[config.mk]
export PLATFORM = sky130hd
export DESIGN_NAME = four_function_calculator_keypad_unit
export DESIGN_NICKNAME = d
export VERILOG_FILES = /design/src/sv/ffc_pkg.sv /design/src/sv/ffc_div.sv /design/src/sv/ffc_dp.sv /design/src/sv/ffc_ctrl.sv /design/src/sv/four_function_calculator_keypad_unit.sv
export SDC_FILE = /design/constraint.sdc
export NUM_CORES = 2
export LEC_CHECK = 0
export ABC_CLOCK_PERIOD_IN_PS = 18950
export BUFFER_PORTS_ARGS = -buffer_cell sky130_fd_sc_hd__buf_2
export CAP_MARGIN = 15
export CORE_MARGIN = 2
export CORE_UTILIZATION = 65
export DETAILED_ROUTE_END_ITERATION = 6
export PLACE_DENSITY = 0.88
export SYNTH_ARGS = -nofsm -noshare
export SYNTH_HDL_FRONTEND = slang
export SYNTH_HIERARCHICAL = 1
export SYNTH_SLANG_ARGS = --single-unit
[constraint.sdc]
create_clock -name aclk -period 18.95 [get_ports aclk]
set_input_delay 3.79 -clock aclk [delete_from_list [all_inputs] [get_ports aclk]]
set_output_delay 3.79 -clock aclk [all_outputs]
set_load 0.02 [all_outputs]
[src/sv/ffc_pkg.sv]
`timescale 1ns / 1ps
// Shared types and constants for the four-function calculator keypad unit.
// No dependencies; imported by every design module of the block.
package ffc_pkg;

    localparam int DATA_WIDTH = 32;
    localparam int CNT_W      = $clog2(DATA_WIDTH + 1);
    localparam int DECIMAL_BASE = 10;

    // Key kinds
    localparam logic [2:0] MODE_DIGIT  = 3'd0;
    localparam logic [2:0] MODE_OPER   = 3'd1;
    localparam logic [2:0] MODE_EQUALS = 3'd2;
    localparam logic [2:0] MODE_MPLUS  = 3'd3;
    localparam logic [2:0] MODE_MCLEAR = 3'd4;
    localparam logic [2:0] MODE_RECALL = 3'd5;
    localparam logic [2:0] MODE_CLEAR  = 3'd6;

    // Operator codes
    localparam logic [2:0] OP_ADD  = 3'd0;
    localparam logic [2:0] OP_SUB  = 3'd1;
    localparam logic [2:0] OP_MUL  = 3'd2;
    localparam logic [2:0] OP_DIV  = 3'd3;
    localparam logic [2:0] OP_NONE = 3'd4;

    typedef enum logic [1:0] {
        ST_IDLE,
        ST_EXEC,
        ST_DIV,
        ST_PUSH
    } state_t;

    typedef struct packed {
        logic latch;
        logic exec;
        logic div_start;
        logic div_finish;
        logic load_out;
    } cmd_t;

    typedef struct packed {
        logic need_div;
        logic div_done;
    } status_t;

endpackage

[src/sv/ffc_div.sv]
`timescale 1ns / 1ps
// Iterative signed divider, one quotient bit per cycle, truncating.
// Depends on ffc_pkg.
module ffc_div (
    input  logic                         aclk,
    input  logic                         aresetn,
    input  logic                         start,
    input  logic [ffc_pkg::DATA_WIDTH-1:0] dividend,
    input  logic [ffc_pkg::DATA_WIDTH-1:0] divisor,
    output logic [ffc_pkg::DATA_WIDTH-1:0] quotient,
    output logic                         done
);
    import ffc_pkg::*;

    localparam int W = DATA_WIDTH;

    logic [W:0]       rem_reg, rem_next;
    logic [W-1:0]     quo_reg, quo_next;
    logic [W-1:0]     dvs_reg, dvs_next;
    logic             neg_reg, neg_next;
    logic [CNT_W-1:0] cnt_reg, cnt_next;
    logic             busy_reg, busy_next;
    logic             done_reg, done_next;
    logic [W:0]       rem_shift;
    logic [W:0]       diff;

    assign rem_shift = {rem_reg[W-1:0], quo_reg[W-1]};
    assign diff      = rem_shift - {1'b0, dvs_reg};

    always_comb begin
        rem_next  = rem_reg;
        quo_next  = quo_reg;
        dvs_next  = dvs_reg;
        neg_next  = neg_reg;
        cnt_next  = cnt_reg;
        busy_next = busy_reg;
        done_next = 1'b0;
        if (start) begin
            neg_next  = dividend[W-1] ^ divisor[W-1];
            quo_next  = dividend[W-1] ? (W'(0) - dividend) : dividend;
            dvs_next  = divisor[W-1] ? (W'(0) - divisor) : divisor;
            rem_next  = '0;
            cnt_next  = CNT_W'(W);
            busy_next = 1'b1;
        end else if (busy_reg) begin
            if (!diff[W]) begin
                rem_next = diff;
                quo_next = {quo_reg[W-2:0], 1'b1};
            end else begin
                rem_next = rem_shift;
                quo_next = {quo_reg[W-2:0], 1'b0};
            end
            cnt_next = cnt_reg - CNT_W'(1);
            if (cnt_reg == CNT_W'(1)) begin
                busy_next = 1'b0;
                done_next = 1'b1;
            end
        end
    end

    always_ff @(posedge aclk) begin
        if (!aresetn) begin
            busy_reg <= 1'b0;
            done_reg <= 1'b0;
            cnt_reg  <= '0;
        end else begin
            busy_reg <= busy_next;
            done_reg <= done_next;
            cnt_reg  <= cnt_next;
        end
        rem_reg <= rem_next;
        quo_reg <= quo_next;
        dvs_reg <= dvs_next;
        neg_reg <= neg_next;
    end

    assign quotient = neg_reg ? (W'(0) - quo_reg) : quo_reg;
    assign done     = done_reg;

endmodule

[src/sv/ffc_dp.sv]
`timescale 1ns / 1ps
// Datapath: key register, calculator state, arithmetic and output register.
// Depends on ffc_pkg and ffc_div.
module ffc_dp (
    input  logic                           aclk,
    input  logic                           aresetn,
    input  ffc_pkg::cmd_t                  cmd,
    output ffc_pkg::status_t               status,
    input  logic [2:0]                     key_mode,
    input  logic [3:0]                     key_digit,
    input  logic [2:0]                     key_op,
    output logic [ffc_pkg::DATA_WIDTH-1:0] out_display,
    output logic [ffc_pkg::DATA_WIDTH-1:0] out_memory,
    output logic                           out_error
);
    import ffc_pkg::*;

    localparam int W = DATA_WIDTH;

    logic [2:0]   mode_reg;
    logic [3:0]   digit_reg;
    logic [2:0]   opc_reg;
    logic [W-1:0] shown_reg, shown_next;
    logic [W-1:0] acc_reg, acc_next;
    logic [W-1:0] mem_reg, mem_next;
    logic [2:0]   pend_reg, pend_next;
    logic         err_reg, err_next;
    logic [W-1:0] disp_out_reg, mem_out_reg;
    logic         err_out_reg;

    logic [W-1:0] product;
    logic [W-1:0] decimal;
    logic [W-1:0] eq_result;
    logic [W-1:0] div_q;
    logic         div_done;
    logic         resolve;

    assign product = W'(acc_reg * shown_reg);
    assign decimal = W'(shown_reg * W'(DECIMAL_BASE)) + W'(digit_reg);

    assign resolve = (mode_reg == MODE_EQUALS) ||
                     ((mode_reg == MODE_OPER) && (pend_reg <= OP_DIV));

    assign status.need_div = resolve && (pend_reg == OP_DIV) && !err_reg &&
                             (shown_reg != '0);
    assign status.div_done = div_done;

    ffc_div u_div (
        .aclk     (aclk),
        .aresetn  (aresetn),
        .start    (cmd.div_start),
        .dividend (acc_reg),
        .divisor  (shown_reg),
        .quotient (div_q),
        .done     (div_done)
    );

    always_comb begin
        case (pend_reg)
            OP_ADD:  eq_result = acc_reg + shown_reg;
            OP_SUB:  eq_result = acc_reg - shown_reg;
            OP_MUL:  eq_result = product;
            default: eq_result = shown_reg;
        endcase
    end

    always_comb begin
        shown_next = shown_reg;
        acc_next   = acc_reg;
        mem_next   = mem_reg;
        pend_next  = pend_reg;
        err_next   = err_reg;
        if (cmd.exec) begin
            case (mode_reg)
                MODE_DIGIT: shown_next = decimal;
                MODE_OPER, MODE_EQUALS: begin
                    if (resolve) begin
                        if (err_reg) begin
                            shown_next = '0;
                            acc_next   = '0;
                        end else begin
                            // only a zero divisor reaches here with a divide pending
                            if (pend_reg == OP_DIV) err_next = 1'b1;
                            shown_next = eq_result;
                            acc_next   = eq_result;
                            pend_next  = OP_NONE;
                        end
                    end else begin
                        acc_next = shown_reg;
                    end
                    if ((mode_reg == MODE_OPER) && !err_next) begin
                        shown_next = '0;
                        pend_next  = opc_reg;
                    end
                end
                MODE_MPLUS:  mem_next = mem_reg + shown_reg;
                MODE_MCLEAR: mem_next = '0;
                MODE_RECALL: shown_next = mem_reg;
                MODE_CLEAR: begin
                    shown_next = '0;
                    acc_next   = '0;
                    mem_next   = '0;
                    pend_next  = OP_NONE;
                    err_next   = 1'b0;
                end
                default: ;
            endcase
        end else if (cmd.div_finish) begin
            acc_next   = div_q;
            shown_next = div_q;
            pend_next  = OP_NONE;
            if (mode_reg == MODE_OPER) begin
                shown_next = '0;
                pend_next  = opc_reg;
            end
        end
    end

    always_ff @(posedge aclk) begin
        if (!aresetn) begin
            shown_reg <= '0;
            acc_reg   <= '0;
            mem_reg   <= '0;
            pend_reg  <= OP_NONE;
            err_reg   <= 1'b0;
        end else begin
            shown_reg <= shown_next;
            acc_reg   <= acc_next;
            mem_reg   <= mem_next;
            pend_reg  <= pend_next;
            err_reg   <= err_next;
        end
        if (cmd.latch) begin
            mode_reg  <= key_mode;
            digit_reg <= key_digit;
            opc_reg   <= (key_op > OP_NONE) ? OP_NONE : key_op;
        end
        if (cmd.load_out) begin
            disp_out_reg <= shown_reg;
            mem_out_reg  <= mem_reg;
            err_out_reg  <= err_reg;
        end
    end

    assign out_display = disp_out_reg;
    assign out_memory  = mem_out_reg;
    assign out_error   = err_out_reg;

endmodule

[src/sv/ffc_ctrl.sv]
`timescale 1ns / 1ps
// Controller: sequences latch, execute, divide and output load per key word.
// Depends on ffc_pkg.
module ffc_ctrl (
    input  logic              aclk,
    input  logic              aresetn,
    input  logic              s_tvalid,
    output logic              s_tready,
    output logic              m_tvalid,
    input  logic              m_tready,
    input  ffc_pkg::status_t  status,
    output ffc_pkg::cmd_t     cmd
);
    import ffc_pkg::*;

    state_t state_reg, state_next;
    logic   out_valid_reg, out_valid_next;
    logic   out_free;

    assign out_free = !out_valid_reg || m_tready;

    always_comb begin
        state_next = state_reg;
        case (state_reg)
            ST_IDLE: if (s_tvalid) state_next = ST_EXEC;
            ST_EXEC: state_next = status.need_div ? ST_DIV : ST_PUSH;
            ST_DIV:  if (status.div_done) state_next = ST_PUSH;
            ST_PUSH: if (out_free) state_next = ST_IDLE;
            default: state_next = ST_IDLE;
        endcase
    end

    always_comb begin
        cmd      = '0;
        s_tready = 1'b0;
        case (state_reg)
            ST_IDLE: begin
                s_tready  = 1'b1;
                cmd.latch = s_tvalid;
            end
            ST_EXEC: begin
                cmd.div_start = status.need_div;
                cmd.exec      = !status.need_div;
            end
            ST_DIV:  cmd.div_finish = status.div_done;
            ST_PUSH: cmd.load_out = out_free;
            default: ;
        endcase
    end

    always_comb begin
        out_valid_next = out_valid_reg;
        if (cmd.load_out) out_valid_next = 1'b1;
        else if (m_tready) out_valid_next = 1'b0;
    end

    always_ff @(posedge aclk) begin
        if (!aresetn) begin
            state_reg     <= ST_IDLE;
            out_valid_reg <= 1'b0;
        end else begin
            state_reg     <= state_next;
            out_valid_reg <= out_valid_next;
        end
    end

    assign m_tvalid = out_valid_reg;

endmodule

[src/sv/four_function_calculator_keypad_unit.sv]
`timescale 1ns / 1ps
// Four-function calculator keypad unit with one memory register.
// Depends on ffc_pkg, ffc_ctrl, ffc_dp.
//
// Usage:
//   Slave channel: one key press per word (mode, digit, operator code).
//   Master channel: one result word per key: display and memory in tdata,
//   error flag in tuser.
//   A key word is taken only in the idle state; one key is in flight at a time.
//   Each key passes through the idle (latch), execute and push states; a resolved
//   divide also waits in the divide state on the 32-step shift-subtract divider.
//   The push state waits out any output stall before the next key is taken.
//   The result sits in an output register, so the next key is accepted while
//   the previous result waits; a new result is held back until that register
//   is taken.
//   Reset (aresetn low, synchronous) clears display, accumulator, memory and
//   error, leaves no operator pending and drops m_tvalid.
//   While m_tready is low, m_tvalid and the result word hold steady.
module four_function_calculator_keypad_unit (
    input  logic        aclk,
    input  logic        aresetn,
    input  logic        s_tvalid,
    output logic        s_tready,
    input  logic [15:0] s_tdata,   // mode[2:0], digit_value[6:3], operator_code[9:7], zeros
    output logic        m_tvalid,
    input  logic        m_tready,
    output logic [63:0] m_tdata,   // display_value[31:0], memory_value[63:32]
    output logic [0:0]  m_tuser    // error_flag[0]
);
    import ffc_pkg::*;

    cmd_t    cmd;
    status_t status;
    logic [DATA_WIDTH-1:0] disp;
    logic [DATA_WIDTH-1:0] mem;
    logic err;

    ffc_ctrl u_ctrl (
        .aclk     (aclk),
        .aresetn  (aresetn),
        .s_tvalid (s_tvalid),
        .s_tready (s_tready),
        .m_tvalid (m_tvalid),
        .m_tready (m_tready),
        .status   (status),
        .cmd      (cmd)
    );

    ffc_dp u_dp (
        .aclk        (aclk),
        .aresetn     (aresetn),
        .cmd         (cmd),
        .status      (status),
        .key_mode    (s_tdata[2:0]),
        .key_digit   (s_tdata[6:3]),
        .key_op      (s_tdata[9:7]),
        .out_display (disp),
        .out_memory  (mem),
        .out_error   (err)
    );

    assign m_tdata = {mem, disp};
    assign m_tuser = err;

endmodule

### After elaboration in Yosys (flattened, before gate mapping)

Cells that the tools add are included.

| storage, ports and cells | value |
|---|---|
| word-level logic and storage cells | 138 |
| bits of input ports | 20 |
| flip-flop bits (word level) | 283 |

| cells by class | value |
|---|---|
| multipliers | 2 |
| $lt $le $gt $ge | 2 |
| bitwise gates (word level) | 3 |
| add/subtract/negate cells | 9 |
| mux-type cells | 50 |
| reduce and logical (&&, ||, !) cells | 30 |
| equal/unequal tests | 20 |

Operators with widths:

| operator | count |
|---|---|
| $mux W32 | 13 |
| $pmux W32 S2 | 2 |
| $pmux W32 S4 | 1 |
| $pmux W32 S3 | 1 |
| $sub A1 B32 Y32 const A | 3 |
| $add A32 B32 Y32 | 2 |
| $sub A33 B32 Y33 | 1 |
| $add A32 B4 Y32 | 1 |
| $mul A32 B3 Y31 const B | 1 |
| $mul A32 B32 Y32 | 1 |
| $reduce_bool A32 Y1 | 1 |
| $sub A32 B32 Y32 | 1 |
| $mux W31 | 1 |
| $mux W3 | 6 |
| $mux W1 | 17 |
| $eq A3 B2 Y1 const B | 4 |
| $mux W6 | 2 |
| $reduce_bool A2 Y1 | 5 |
| $eq A3 B3 Y1 const B | 3 |
| $mux W2 | 4 |
| $pmux W2 S4 | 1 |
| $reduce_and A2 Y1 | 4 |
| $eq A3 B1 Y1 const B | 2 |
| $eq A6 B1 Y1 const B | 1 |
| 24 further kinds | 38 |

### Logic depth before layout (Yosys ltp)

| depth | value |
|---|---|
| depth after elaboration | 14 |
| mapped depth | 29 |

### By module

The synthesis kept the hierarchy.

Modules (own cells, without submodules):

| module | cells each | seq. area each (µm²) | area each (µm²) | times used |
|---|---|---|---|---|
| ffc_dp | 3464 | 4254.1 | 30076.3 | 1 |
| ffc_div | 898 | 2752.6 | 7701.1 | 1 |
| ffc_ctrl | 28 | 60.1 | 259.0 | 1 |

### Worst setup path before layout

Ideal clock, no wire load.

| timing path | value |
|---|---|
| path type | reg2reg |
| start point | reg u_dp.shown_reg[7] |
| end point | reg u_dp.acc_reg[23] |
| slack | 11.629 ns |
| data arrival time | 7.189 ns |
| data required time | 18.818 ns |
| library setup time | 0.132 ns |
| stages on the path, launching flop included | 28 |
| path buffers | 2 |
| cells stage by stage | dfxtp_1 clkbuf_1 clkbuf_1 and2_1 fa_1 fa_1 fa_1 inv_1 fa_1 inv_1 fa_1 inv_1 fa_1 inv_1 fa_1 fa_1 ha_1 a21oi_1 o21ai_0 or3_1 nor3_1 o31ai_1 xor2_1 o21ai_0 nand2_1 a221oi_1 o21a_1 a21oi_1 |

| between the ends | value |
|---|---|
| word-level cells in the longest chain between the ends | 6 |

Ends and longest elaborated chain:

| what | RTL line | text |
|---|---|---|
| from (decl) | ffc_dp.sv:23 | `logic [W-1:0] shown_reg, shown_next;` |
| from (signal assigned) | ffc_dp.sv:127 | `shown_reg <= shown_next;` |
| $mul A32 B32 Y32, or another cell as far along | ffc_dp.sv:38 | `assign product = W'(acc_reg * shown_reg);` |
| $pmux W32 S3 / $logic_and A1 B1 Y1 (equally long branches) | ffc_dp.sv:59, ffc_dp.sv:44 |  |
| $mux W32 / $logic_not A1 Y1 (equally long branches) | ffc_dp.sv:78, ffc_ctrl.sv:43 |  |
| $mux W32 / $mux W2 (equally long branches) | -- |  |
| $pmux W32 S2, or another cell as far along | ffc_dp.sv:74 | `case (mode_reg)` |
| $mux W32 / $reduce_and A2 Y1 (equally long branches) | -- |  |
| to (signal assigned) | ffc_dp.sv:128 | `acc_reg <= acc_next;` |
| to (decl) | ffc_dp.sv:24 | `logic [W-1:0] acc_reg, acc_next;` |

Several ways; a longest one is shown, not always the timed one.
A chain may end at the register's enable or synchronous reset.

### Final worst setup path

| timing path | value |
|---|---|
| start point | reg u_dp.shown_reg[13] |
| end point | reg u_dp.shown_reg[27] |

| between the ends | value |
|---|---|
| word-level cells in the longest chain between the ends | 7 |

Ends and longest elaborated chain:

| what |
|---|
| branches (longest 7 deep; another with $mul A32 B3 Y31) |

Parallel ways; which one is timed is not known.

==> reports/summary.md <==
In the final routed layout, each cell accounts on average for 22.4 um. For the number of CTS-inserted buffers, the log shows 28. The power density over cell area is 108 nW/um^2, and the number of optimization iterations in the first detailed-route pass is 7. The count of buffers from port buffering was 80; the number of nets in the finished design was 5047. The insertion delay of the later-clocked pin in the worst-skew pair was 0.58 ns; the number of global-route vias before repair was 32700.

The data required time at the worst endpoint was 19.40 ns; the initial standard-cell utilization of the core was 0.658. The tools report the residual antenna-violating net count after detailed routing as 0. In this run the worst hold path is classified as flip-flop to flip-flop. For the overall fraction of global-route tracks in use, the log shows 0.378.

Dividing the detail-routed via count by the number of cells gives 6.45. The core region is 57800 um^2. In the final timing run, aggregate negative setup slack is 0 ns. Summing internal, switching and leakage power gives 4.33 mW.

The critical path is of the flip-flop to flip-flop type. The routed wire length is 115 mm, and the count of flip-flops with a built-in enable after synthesis is 140. Among the stages of the critical path, the cell type that occurs most often is fa_1. The slowest stage of the critical path belongs to the cell dfxtp_1. The run gives 17.9 nW as the leakage dissipation. The area growth from synthesis to layout is 5.30%.

Detailed placement ended at an HPWL of 84.5 mm. The share of total power in sequential cells came out at 0.212. The initial antenna violation count came out at 2.

Post-CTS repair changed the size of 0 cells. The floorplan step set the die height to 246 um. Final-report hold violation count: 0. The run gives 33000 as the total number of vias. The tree is rooted in a clkbuf_16. The final-report max-slew violation count came out at 0. The tools report the reported max-cap violation count as 0.

The final weighted congestion in routability-driven placement is 0.981, and the switching share of power is 0.512. After filler insertion, the fill cell instance count of the layout stands at 4437. The tools report the critical path endpoint category as a flip-flop.

Area fraction in compound gates after synthesis: 0.162. The logs give 87 for the boundary pin count and 7080 um^2 for the area taken by flip-flops and latches. Critical path launch point type: a flip-flop.

The sum of overflow across all layers after global routing is 0, and the async set-or-reset flop fraction in the synthesized netlist is 0. The post-synthesis share of cell area spent on and, or, nand and nor gates was 0.188; the clock input transition at the sequential cells of the worst setup and hold paths was 0.08 ns. Setup repair after global routing left no endpoint under its margin. VDD sags by at most 105 uV. After synthesis, the largest family of logic cells by area is adder cells. The logs give 5109 for the net count of the mapped netlist and 8 for the DRC violations left. The checks that failed: design-rule violations. The die covers 60500 um^2. Counting along the longest clock path gives a buffer depth of 3. Between clock sinks in the finished design, the worst skew comes to 0.0198 ns.

The xor-xnor portion of the synthesized cell area was 0.0733; the wire length of the first global-routing pass was 178 mm. The initialized floorplan defines 88 standard-cell rows. Along the worst path, the maximum fanout reaches 17. The final critical path time including I/O delays and setup works out to 8.55 ns. The post-synthesis instance total is 4390, and the largest stage delay on the critical path is 1.05 ns.

TritonCTS built the clock tree. The synthesized netlist contains 99 unique library cells. The detailed router finished its first iteration with 3919 violations. The multiplexer area fraction after synthesis came out at 0.00724. For the number of buffers added for setup after CTS, the log shows 0. The logs give 0.138 for the clock share of power and 2.12 mW for the cell-internal power.

The number of failing setup endpoints in the final timing report is 0, and the area occupied by multi-input gates is 28300 um^2. The transition at the pin with the smallest max-transition slack was 1.17 ns. A synthesized cell averages 8.66 um^2. The area of the mapped netlist is 38000 um^2.

The sequential cell area fraction in the yosys report is 0.186, and the synthesis-stage register bit count is 283. The tools report the pin count of the biggest net entering global routing as 90. The die boundary width works out to 246 um. Predominant post-synthesis flop cell: dfxtp_1. The number of sinks handled by clock tree synthesis is 283, and the quantity of hold-fixing buffers added after cts is 0. Derived from the worst setup path, the maximum achievable clock frequency is 117 MHz. The depth of the CTS H-tree came out at 1. Combinational power share: 0.650. The flow ran to the end, but the final reports show violations. The adder and majority cell fraction of the synthesized area was 0.311; the arrival time at the worst endpoint was 9.00 ns. The period utilization is 0.451.

The tightest slew margin relative to the limit is 0.215. The layout cell share with drive strength beyond 1 is 0.0616, and the net switching power figure is 2.22 mW. The Yosys step of the flow raised 6 warnings.
[power groups by stage]
stage,logic (mW),registers [mW],clock network (mW)
2_1_floorplan,1.97,0.862,0
3_3_place_gp,2.64,0.916,0
3_5_place_dp,2.70,0.922,0
4_1_cts,2.73,0.909,0.595
5_1_grt,3.05,0.918,0.619
6_report,2.82,0.917,0.597
[metrics by stage]
stage	instance area, um^2	hold WS [ns]	utilization	std cells	worst slack (ns)
floorplan	38000	0.447	-	4390	11.63
global placement	39100	0.468	0.676	5062	10.87
detailed placement	39100	0.478	0.676	5062	10.66
CTS	40000	0.488	0.692	5114	10.65
global route	40000	0.513	0.693	5116	10.23
finish	40100	0.490	0.693	5121	10.40
[path summary, 6_finish.rpt]
| path | slack [ns] | startpoint | endpoint | cells after the start |
|---|---|---|---|---|
| worst min-delay path | 0.49 | u_dp/u_div/rem_reg[7] | u_dp/u_div/rem_reg[7] | 2 |
| worst max-delay path | 10.40 | u_dp/shown_reg[13] | u_dp/shown_reg[27] | 28 |
| worst min register to register | 0.49 | u_dp/u_div/rem_reg[7] | u_dp/u_div/rem_reg[7] | 2 |
| worst max register to register | 10.40 | u_dp/shown_reg[13] | u_dp/shown_reg[27] | 28 |
[routing by layer]
metal  part of all wire  GRT usage  wire length (um)
met1               0.38      0.491             43500
met2               0.44      0.595             50600
met3               0.11     0.0840             13000
met4              0.065      0.189              7420
met5                  0          0                 0
[cell usage after synthesis, drive strengths merged, types with 8 or more instances]
cell type / number / share of area
a211oi: 55 / 0.011
a221o: 14 / 0.0037
nor3b: 16 / 0.0036
a21o: 49 / 0.0097
a31o: 8 / 0.0018
nor2: 266 / 0.026
o41ai: 21 / 0.0048
nand2b: 44 / 0.0072
fa: 413 / 0.22
o21ai: 198 / 0.026
nor4: 14 / 0.0030
a22oi: 32 / 0.0063
a21oi: 250 / 0.033
buf: 21 / 0.0027
or3: 28 / 0.0049
o22ai: 12 / 0.0020
or2: 17 / 0.0028
a31oi: 30 / 0.0049
and3: 21 / 0.0035
nor2b: 64 / 0.011
ha: 286 / 0.094
and2: 329 / 0.054
nand3: 46 / 0.0061
a21boi: 13 / 0.0026
inv: 477 / 0.047
xnor2: 207 / 0.048
o31ai: 41 / 0.0085
or4: 23 / 0.0049
a221oi: 33 / 0.0076
nor3: 51 / 0.0067
nand2: 435 / 0.043
edfxtp: 140 / 0.11
nand4: 23 / 0.0038
o21a: 29 / 0.0057
a211o: 9 / 0.0021
dfxtp: 143 / 0.075
o211a: 8 / 0.0021
o211ai: 38 / 0.0075
clkbuf: 227 / 0.022
o21bai: 15 / 0.0030
mux2i: 23 / 0.0061
o221ai: 10 / 0.0023
xor2: 108 / 0.025
[layout make-up]
type,count,share of cell area
Antenna cell,6,0.000375
Clock buffer,37,0.0191
Sequential cell,283,0.177
Clock inverter,15,0.00469
Inverter,477,0.0447
Multi-Input combinational cell,3382,0.706
Tap cell,765,0.0239
Timing Repair Buffer,156,0.0247
[layout by cell type, fill, tap and decap left out, types with 53 or more instances in the layout]
cell	Yosys	final
inv_1	477	477
nand2_1	435	435
fa_1	413	413
and2_1	327	326
ha_1	286	286
nor2_1	266	266
a21oi_1	250	250
xnor2_1	206	206
o21ai_0	181	181
edfxtp_1	140	140
dfxtp_1	143	135
xor2_1	108	108
buf_2	6	80
buf_4	4	75
nor2b_1	64	62
a211oi_1	53	53
[worst max-delay path: cells and delay by family, from the launching register on]
| kind | cells | cell delay, ns |
|---|---|---|
| AO/OA/AOI/OAI | 6 | 1.73 |
| adder cells (fa/ha/maj) | 9 | 3.88 |
| buffers and inverters | 7 | 0.83 |
| flip-flops | 1 | 1.05 |
| AND/OR/NAND/NOR | 6 | 0.92 |
[cell families (layout without fill, tap and decap cells)]
group	Yosys count	in the layout
AOI/OAI and AO/OA	932	932
xor gates and xnor gates	316	316
adders and majority gates	699	699
buffers and inverters	725	685
DFF	283	283
muxes	27	27
other	0	6
and+or+nand+nor	1408	1408
Note: power is estimated with default switching activity, not from simulation.
